===== src/rtl/tcw_pkg.sv =====
// Shared types and constants of the text console cursor writer.
package tcw_pkg;

	localparam int unsigned CODE_W = 8;
	localparam int unsigned POS_W  = 11;

	localparam logic [CODE_W-1:0] CODE_NUL       = 8'h00;
	localparam logic [CODE_W-1:0] CODE_BACKSPACE = 8'h08;
	localparam logic [CODE_W-1:0] CODE_NEWLINE   = 8'h0A;
	localparam logic [CODE_W-1:0] CHAR_BLANK     = 8'h20;

	localparam logic REQ_PUT  = 1'b0;
	localparam logic REQ_READ = 1'b1;

	typedef enum logic [1:0] {
		ST_CLEAR,
		ST_IDLE,
		ST_EXEC,
		ST_RD_DATA
	} state_t;

	// Commands from the controller to the datapath.
	typedef struct packed {
		logic latch;
		logic exec_put;
		logic rd_finish;
		logic clr_step;
	} cmd_t;

	// Status from the datapath to the controller.
	typedef struct packed {
		logic is_read;
		logic clear_needed;
		logic clr_last;
	} sts_t;

endpackage


===== src/rtl/tcw_ctrl.sv =====
// Controller state machine of the text console cursor writer.
module tcw_ctrl (
	input  logic          clk,
	input  logic          arst_n,
	input  logic          start,
	input  tcw_pkg::sts_t sts,
	output tcw_pkg::cmd_t cmd,
	output logic          busy
);

	tcw_pkg::state_t state_q;
	tcw_pkg::state_t state_nxt;

	always_ff @(posedge clk or negedge arst_n) begin
		if (!arst_n) begin
			state_q <= tcw_pkg::ST_CLEAR;
		end else begin
			state_q <= state_nxt;
		end
	end

	always_comb begin
		state_nxt = state_q;
		unique case (state_q)
			tcw_pkg::ST_CLEAR: begin
				if (sts.clr_last) begin
					state_nxt = tcw_pkg::ST_IDLE;
				end
			end
			tcw_pkg::ST_IDLE: begin
				if (start) begin
					state_nxt = tcw_pkg::ST_EXEC;
				end
			end
			tcw_pkg::ST_EXEC: begin
				if (sts.is_read) begin
					state_nxt = tcw_pkg::ST_RD_DATA;
				end else if (sts.clear_needed) begin
					state_nxt = tcw_pkg::ST_CLEAR;
				end else begin
					state_nxt = tcw_pkg::ST_IDLE;
				end
			end
			tcw_pkg::ST_RD_DATA: begin
				state_nxt = tcw_pkg::ST_IDLE;
			end
			default: begin
				state_nxt = tcw_pkg::ST_CLEAR;
			end
		endcase
	end

	always_comb begin
		cmd  = '0;
		busy = 1'b1;
		unique case (state_q)
			tcw_pkg::ST_CLEAR: begin
				cmd.clr_step = 1'b1;
			end
			tcw_pkg::ST_IDLE: begin
				busy      = 1'b0;
				cmd.latch = start;
			end
			tcw_pkg::ST_EXEC: begin
				cmd.exec_put = !sts.is_read;
			end
			tcw_pkg::ST_RD_DATA: begin
				cmd.rd_finish = 1'b1;
			end
			default: begin
				busy = 1'b1;
			end
		endcase
	end

endmodule


===== config.mk =====
export PLATFORM = sky130hd
export DESIGN_NAME = tcw_ctrl
export DESIGN_NICKNAME = d
export VERILOG_FILES = /design/src/rtl/tcw_pkg.sv /design/src/rtl/tcw_ctrl.sv
export SDC_FILE = /design/constraint.sdc
export NUM_CORES = 1
export LEC_CHECK = 0
export BUFFER_PORTS_ARGS = -buffer_cell sky130_fd_sc_hd__buf_2
export CAP_MARGIN = 20
export CORE_AREA = 2 2 39 41
export DETAILED_ROUTE_END_ITERATION = 10
export DIE_AREA = 0 0 41 43
export PLACE_DENSITY_LB_ADDON = 0.15
export SLEW_MARGIN = 10
export SYNTH_ARGS = -nofsm -noshare
export SYNTH_HDL_FRONTEND = slang
export SYNTH_SLANG_ARGS = --single-unit

===== constraint.sdc =====
create_clock -name clk -period 3 [get_ports clk]
set_input_delay 0.6 -clock clk [delete_from_list [all_inputs] [get_ports clk]]
set_output_delay 0.6 -clock clk [all_outputs]
set_load 0.1 [all_outputs]

# ---- Yosys cells after proc, flatten, opt, wreduce, memory -nomap -nowiden
# Cells that the tools add are included.
dict set report totals {
  ff_bits 2
  in_bits 6
  out_inout_bits 5
  word_cells 19
}
dict set report op_classes {
  n_eq_ne 5
  muxes 10
  reduce_logical 3
}
# op count
set op_table {}
lappend op_table {{$pmux W2 S4} 1}
lappend op_table {{$mux W1} 6}
lappend op_table {{$mux W2} 3}
lappend op_table {{$eq A2 B2 Y1 const B} 2}
lappend op_table {{$ne A2 B2 Y1 const B} 2}
lappend op_table {{$eq A2 B1 Y1 const B} 1}
lappend op_table {{$logic_not A2 Y1} 1}
lappend op_table {{$reduce_and A2 Y1} 1}
lappend op_table {{$logic_not A1 Y1} 1}

# ---- Longest topological paths before layout
# Gate-level depths: netlist of the first run.
dict set report depth {
  depth_word 3
  depth_mapped 5
}

# ---- Worst setup path before layout of the first run
# No wires, ideal clock.
dict set report synth_path {
  path_type {register to register}
  startpoint {register state_q[0]}
  endpoint {register state_q[0]}
  arrival_ps 1930
  required_time_ps 2875
  path_slack_ps 946
  stages_incl_launch_ff 6
  synth_period_minus_slack_ps 2054
  path_cell_list {dfrtp_1 > inv_1 > ha_1 > inv_1 > o22ai_2 > mux2_2}
}
dict set report synth_via {
  elab_chain_len 3
}
# item line
set synth_rtl {}
lappend synth_rtl {{from (decl)} tcw_ctrl.sv:11} ;# tcw_pkg::state_t state_q;
lappend synth_rtl {{from (signal assigned)} tcw_ctrl.sv:16} ;# state_q <= tcw_pkg::ST_CLEAR;
lappend synth_rtl {{from (signal assigned)} tcw_ctrl.sv:18} ;# state_q <= state_nxt;
lappend synth_rtl {{$eq A2 B1 Y1 / $logic_not A2 Y1 (equally long branches)} tcw_ctrl.sv:24} ;# unique case (state_q)
lappend synth_rtl {{$ne A2 B2 Y1 (no source line)} --}
lappend synth_rtl {{$reduce_and A2 Y1 (no source line)} --}
# Parallel ways exist; a longest one is shown, timed or not.
# A chain may end at the register's enable or synchronous reset.

==> impl_metrics.ini, run 1 <==
[cells_and_area]
largest-register = state_q
final_area_um2 = 283
diodes = 0
syn_to_final_growth_pct = 48.7
fin_cells = 47
fin_nets = 43
largest_reg_flops = 2
largestRegisters = state_q: 2 flops
drive_gt1_frac = 0.581

[floorplanning]
die-area_um2 = 1760
initial_core_util = 0.137
rows = 14
core_um2 = 1380
die_w_um = 41
dieHeight_um = 43
ios = 11

[synth]
mappedNetlistArea_um2 = 190
yosysMostFrequentCell = ha_1
synth_common_cells = ha_1, inv_1, dfrtp_1
async_flop_share = 1.00
synth.distinct_cells = 12
synth_edf_count = 0
ys.flop_type = dfrtp_1
ys_warn_count = 0
synth_top_area_share = 0.263
syn_avg_cell_area_um2 = 10.6
synth-seq-area-share = 0.263
syn-instance-count = 18
synth-seq-cells = 2
synthesis.nets = 28
synth.area.top_cells = dfrtp_1, ha_1, nor2b_4
yosys.area.top_type = dfrtp_1

[sta]
worst_slew_pin_slew_ns = 0.488
fin_ws_ns = 0.914
finalCritPeriodShare = 0.695
setup_violations = 0
max_slew_margin = 0.677
hold_viol = 0
setup_tns_ns = 0
fin_skew_ns = 0.00127
fmax_ghz = 0.479
slew_violations = 0
finalCriticalPeriod_ns = 2.09
rsz0062_at_grt = false

[global_route]
grt_max_degree = 5
grt_pass1_vias = 166
gr-total-overflow = 0
grt_usage = 0.0523
grt_pass1_wl_um = 572
antenna_found_initial = 0

[clocking]
htreeDepth = 1
clock_path_buffers = 2
cts_resized = 0
tritoncts = yes
cts_buffers = 3
clk_pin_slew_ns = 0.03
root_buffer = clkbuf_4
cts.sinks = 2
hold_buffers = 0
clk_latency_ns = 0.23
post_cts_buffers = 0

[critical_path]
rrSetupSlack_ns = 1.62
critPathMaxStageDelay_ns = 0.43
worstSetupPathType = reg -> out
worst_r2r_startpoint = state_q[1]
crit_buf_inv = 2
start_kind = flip-flop
required_ns = 2.40
arrival_ns = 1.49
rr_endpoint = state_q[0]
crit_family = buffers and inverters
crit_path_end_kind = primary output
critical_path.max_fanout = 4
cp_slowest_cell = buf_2
reg2reg_depth = 5
path_cells = inv_1, ha_1, nor2b_4, buf_2

[worst_hold_path]
hold_class = in -> async

[drt]
vias = 167
drc = 0
viasPerCell = 3.55
first_pass_iters = 1
final_antenna_net_count = 0
drt-initial-drc-count = 0
wl_um = 406
wl_per_cell_um = 8.64

[placement]
dp.cells = 44
dpl.hpwl_um = 323
dp_slack_ns = 1.14
placed_cell_area_um2 = 260
place.gp.congestion = 0.559
io_buffers = 10

[run_status]
status = complete, no violations

[run]
max_cap_viol_count = 0
per-layer routing:
layer,up-vias,routed length [um],part of all wire,track usage
li1,87,-,-,-
met1,74,156,0.38,0.0484
met2,6,204,0.50,0.0719
met3,0,44,0.11,0.0105
met4,0,0,0,0.0800
met5,-,0,0,0
worst max path at each step:
stage	start	depth (start not counted)	endpoint	slack [ns]
final	state_q[0]	4	cmd[2]	0.91
after global routing	state_q[0]	4	cmd[2]	0.81
after CTS	state_q[0]	4	cmd[2]	0.89
after detailed placement	state_q[0]	4	cmd[2]	1.14
after global placement	state_q[0]	4	cmd[2]	1.14
after floorplan	state_q[0]	5	state_q[0]	0.95
worst register-to-register path, stage by stage (launching register included):
cell and delay, ns:
dfrtp_1 0.39, inv_1 0.10, ha_1 0.21, inv_2 0.06, o22ai_2 0.13, mux2_2 0.36
cells in the final DEF (no fill, tap or decap):
cell / n
a21o_2: 1
a2bb2oi_1: 1
and2_1: 1
buf_2: 10
clkbuf_4: 3
dfrtp_1: 2
ha_1: 4
inv_1: 3
inv_2: 1
mux2_2: 1
mux2i_1: 1
nand2_1: 1
nor2b_4: 1
o22ai_2: 1
final cells by class:
| class | instances | area (um2) |
|---|---|---|
| tap | 16 | 20.0 |
| inverter | 4 | 15.0 |
| clock buffer | 3 | 22.5 |
| timing repair buffer | 10 | 50.0 |
| fill | 164 | 1100 |
| multi-input combinational | 12 | 125 |
| sequential | 2 | 50.0 |
kinds of logic after synthesis:
group,count (synthesis),share of synthesized area
buf+inv,4,0.0789
compound gates,3,0.158
fa+ha+maj,4,0.263
simple gates,3,0.125
mux,2,0.112
flops,2,0.263
per-stage QoR:
stage,utilization,hold WS (ns)
after floorplan,-,0.304
after global routing,0.204,0.143
after global placement,0.188,0.385
final,0.204,0.151
after CTS,0.204,0.142
after detailed placement,0.188,0.387
Power of run 1 is left out: the tool's default activity adds up to more than one toggle a clock period on the data nets, which glitch-free logic cannot reach.
==> run 2, diff against run 1 <==
ABC_AREA = 1   (was not set)
clock period = 1.8 ns   (was 3 ns; I/O delays follow)
==> run 2 against run 1 <==
  * Synthesized cell count is 78% higher
  * Non-clock buffer count increased by 1
  * Core utilization up 5.3 points
  * Synthesized area is 5.9% higher
  * Worst setup slack lost 0.77 ns
  * Critical path type unchanged
  * Wire length is 3.0% higher
  * First-iteration DRC count increased by 4
  * Sequential share of layout area fell by 3.7 points
  * Clock skew is 0.00099 ns lower
  * Final cell count rose by 32%
  * Register-to-register slack worse by 0.93 ns
  * Die area is the same
==> impl_metrics.ini, run 2 <==
[run_status]
status = complete, no violations

[critical_path]
arrival_ns = 1.29
reg2reg_depth = 7
required_ns = 1.44
rrSetupSlack_ns = 0.69
start_kind = flip-flop
critical_path.max_fanout = 4
worstSetupPathType = reg -> out
crit_path_end_kind = primary output
rr_endpoint = state_q[0]
worst_r2r_startpoint = state_q[0]

[sta]
rsz0062_at_grt = false
finalCritPeriodShare = 0.918
setup_violations = 0
hold_viol = 0
setup_tns_ns = 0
fin_ws_ns = 0.148
max_slew_margin = 0.680
fin_skew_ns = 0.000277
fmax_ghz = 0.606
finalCriticalPeriod_ns = 1.65
worst_slew_pin_slew_ns = 0.484
slew_violations = 0

[synth]
ys_warn_count = 0
synth-seq-area-share = 0.248
syn-instance-count = 32
ys.flop_type = dfrtp_1
synth-seq-cells = 2
synth_common_cells = nand2_1, inv_1, ha_1
syn_avg_cell_area_um2 = 6.30
async_flop_share = 1.00
yosys.area.top_type = nand2_1
synth.area.top_cells = nand2_1, dfrtp_1, ha_1
synth_top_area_share = 0.261
mappedNetlistArea_um2 = 201
synth.distinct_cells = 8
synth_edf_count = 0
yosysMostFrequentCell = nand2_1
synthesis.nets = 42

[clocking]
post_cts_buffers = 0
cts.sinks = 2
htreeDepth = 1
tritoncts = yes
cts_buffers = 3
clock_path_buffers = 2
clk_pin_slew_ns = 0.03
clk_latency_ns = 0.22
root_buffer = clkbuf_4

[floorplanning]
die-area_um2 = 1760
dieHeight_um = 43
rows = 14
die_w_um = 41
core_um2 = 1380
ios = 11
initial_core_util = 0.146

[placement]
dp_slack_ns = 0.362
io_buffers = 10
placed_cell_area_um2 = 324
dp.cells = 58
place.gp.congestion = 0.674
dpl.hpwl_um = 368

[drt]
wl_per_cell_um = 6.74
drc = 0
wl_met3_um = 25
wl_met2_um = 219
drt-initial-drc-count = 4
final_antenna_net_count = 0
top_layer_used = met3
wl_um = 418
wirelength_met1_um = 174
viasPerCell = 3.40
vias = 211
first_pass_iters = 3

[cells_and_area]
largestRegisters = state_q: 2 flops
most-common-layout-cells = nand2_1, inv_1, buf_2
syn_to_final_growth_pct = 77.0
fin_nets = 58
drive_gt1_frac = 0.370
largest-register = state_q
layout_commonest_cell = nand2_1
final_area_um2 = 357
fin_cells = 62
diodes = 0
largest_reg_flops = 2

[global_route]
grt_pass1_vias = 195
grt_usage = 0.0602
gr-total-overflow = 0
grt_max_degree = 5
grt_pass1_wl_um = 655
antenna_found_initial = 0

[run]
max_cap_viol_count = 0

[worst_hold_path]
hold_class = in -> async
## run 2: cell families (layout without fill, tap and decap cells)
group                      count (synthesis)  after routing  synth area share
DFF                                        2              2             0.248
AOI/OAI and AO/OA                          1              1            0.0248
and+or+nand+nor                           16             16             0.311
buffers and inverters                      9             23             0.168
adders and majority gates                  4              4             0.248
## run 2: how the worst max path moves through the flow
stage	from	to	slack [ns]	cells past startpoint
after floorplan	state_q[0]	state_q[0]	0.04	7
after global placement	state_q[0]	cmd[0]	0.36	3
after detailed placement	state_q[0]	cmd[2]	0.36	5
after CTS	state_q[0]	cmd[2]	0.12	5
after global routing	state_q[0]	cmd[2]	0.06	5
final	state_q[0]	cmd[0]	0.15	3
## run 2: routing by layer
| metal | up-vias | global-route usage |
|---|---|---|
| met5 | - | 0 |
| met4 | 0 | 0.0600 |
| met3 | 0 | 0.0314 |
| met2 | 6 | 0.0938 |
| met1 | 85 | 0.0482 |
| li1 | 120 | - |
## run 2: final cells by class
| type | count | area, um2 |
|---|---|---|
| Fill cell | 159 | 1030 |
| Sequential cell | 2 | 50.0 |
| Clock buffer | 3 | 22.5 |
| Tap cell | 16 | 20.0 |
| Timing Repair Buffer | 11 | 105 |
| Inverter | 9 | 33.8 |
| Multi-Input combinational cell | 21 | 125 |
## run 2: timing repair
action	in CTS	in global routing
gates resized for setup	0	0
hold buffers	1	0
endpoints found under the hold margin	2	0
## run 2: critical path, cell delays in order, from the launching register on
cell and delay [ns]:
dfrtp_1 0.40, inv_1 0.09, ha_1 0.16, buf_2 0.42
## run 2: stage by stage
stage,utilization,hold slack (ns)
CTS,0.258,0.440
finish,0.258,0.457
global placement,0.234,0.148
global route,0.258,0.444
floorplan,-,0.0644
detailed placement,0.234,0.148
Power of run 2 is left out for the same reason.
==> run 3, diff against run 2 <==
CELL_PAD_IN_SITES_DETAIL_PLACEMENT = 1   (was not set)
CELL_PAD_IN_SITES_GLOBAL_PLACEMENT = 2   (was not set)
==> run 3 against run 2 <==
  * Sequential cell count unchanged
  * Hold slack got worse by 0.0097 ns
  * Via count increased by 9.5%
  * Die area unchanged
  * Register-to-register slack got worse by 0.02 ns
  * Global-route usage increased by 1.3 points
  * Worst setup slack got worse by 0.017 ns
  * Sequential share of layout area unchanged
  * Critical path type unchanged
==> impl_metrics.ini, run 3 (synthesis gave the netlist of run 2 again) <==
[clocking]
clk_pin_slew_ns = 0.03
root_buffer = clkbuf_4
cts.sinks = 2
tritoncts = yes
clock_path_buffers = 2
clk_latency_ns = 0.22
cts_buffers = 3
htreeDepth = 1
post_cts_buffers = 0

[sta]
slew_violations = 0
fin_skew_ns = 0.00204
finalCriticalPeriod_ns = 1.67
fmax_ghz = 0.599
setup_tns_ns = 0
worst_slew_pin_slew_ns = 0.483
hold_viol = 0
finalCritPeriodShare = 0.927
max_slew_margin = 0.680
rsz0062_at_grt = false
setup_violations = 0

[placement]
place.gp.congestion = 0.668
dpl.hpwl_um = 432
io_buffers = 10

[cells_and_area]
register_area_um2 = 50.0
most-common-layout-cells = nand2_1, inv_1, buf_2
fin_nets = 58
largestRegisters = state_q: 2 flops
diodes = 0
fill_cells = 177
largest-register = state_q
multi_input_area_um2 = 125
layout_commonest_cell = nand2_1
syn_to_final_growth_pct = 77.0
drive_gt1_frac = 0.370
largest_reg_flops = 2

[worst_hold_path]
hold_class = in -> async

[critical_path]
start_kind = flip-flop
worstSetupPathType = reg -> out
required_ns = 1.44
path_cells = inv_1, ha_1, buf_2
critical_path.max_fanout = 4
cp_slowest_cell = buf_2
crit_path_end_kind = primary output
critPathMaxStageDelay_ns = 0.43
arrival_ns = 1.31

[run]
max_cap_viol_count = 0

[global_route]
grt_usage = 0.0731
grt_max_degree = 5
gr-total-overflow = 0
grt_pass1_wl_um = 772
antenna_found_initial = 0
grt_pass1_vias = 211

[run_status]
status = complete, no violations

[floorplanning]
core_um2 = 1380
die-area_um2 = 1760
initial_core_util = 0.146
ios = 11
die_w_um = 41
dieHeight_um = 43
rows = 14

[drt]
vias = 231
first_pass_iters = 1
wl_per_cell_um = 7.76
final_antenna_net_count = 0
drt-initial-drc-count = 0
wl_um = 481
viasPerCell = 3.73
drc = 0
[run 3: worst max-delay path: cells and delay by family, from the launching register on]
family                   cells  cell delay [ns]
buffers and inverters        2             0.52
flip-flops                   1             0.40
adder cells (fa/ha/maj)      1             0.17
[run 3: metal layers]
metal	GRT usage	vias up	wire length [um]
li1	-	118	-
met3	0.0471	0	33
met4	0.0800	0	0
met2	0.0969	6	266
met5	0	-	0
met1	0.0671	107	181
[run 3: cell type report]
class,count,area share
Tap cell,16,0.0561
Sequential cell,2,0.140
Inverter,9,0.0947
Timing Repair Buffer,11,0.295
Clock buffer,3,0.0632
Multi-Input combinational cell,21,0.351
[run 3: per-stage QoR]
step | worst slack (ns) | instances | instance area, um2 | hold slack [ns] | utilization
after global placement | 0.382 | 58 | 324 | 0.144 | 0.234
after CTS | 0.110 | 62 | 357 | 0.435 | 0.258
after detailed placement | 0.357 | 58 | 324 | 0.147 | 0.234
final | 0.131 | 62 | 357 | 0.448 | 0.258
after global routing | 0.0410 | 62 | 357 | 0.443 | 0.258
after floorplan | 0.0359 | 32 | 209 | 0.0644 | -
[run 3: path summary, 6_finish.rpt]
check                      depth (start not counted)  slack (ns)    endpoint       start
max                                                3        0.13      cmd[0]  state_q[0]
min                                                2        0.45  state_q[0]      arst_n
max reg2reg                                        7        0.67  state_q[0]  state_q[1]
min reg2reg                                        2        0.54  state_q[0]  state_q[0]
max in group asynchronous                          2        1.26  state_q[1]      arst_n
min in group clk                                   6        0.49  state_q[0]      sts[1]
[run 3: repair_timing]
action,4_1_cts,5_1_grt
resized for setup,0,0
endpoints found under the hold margin,2,0
hold buffers,1,0
Power of run 3 is left out for the same reason.
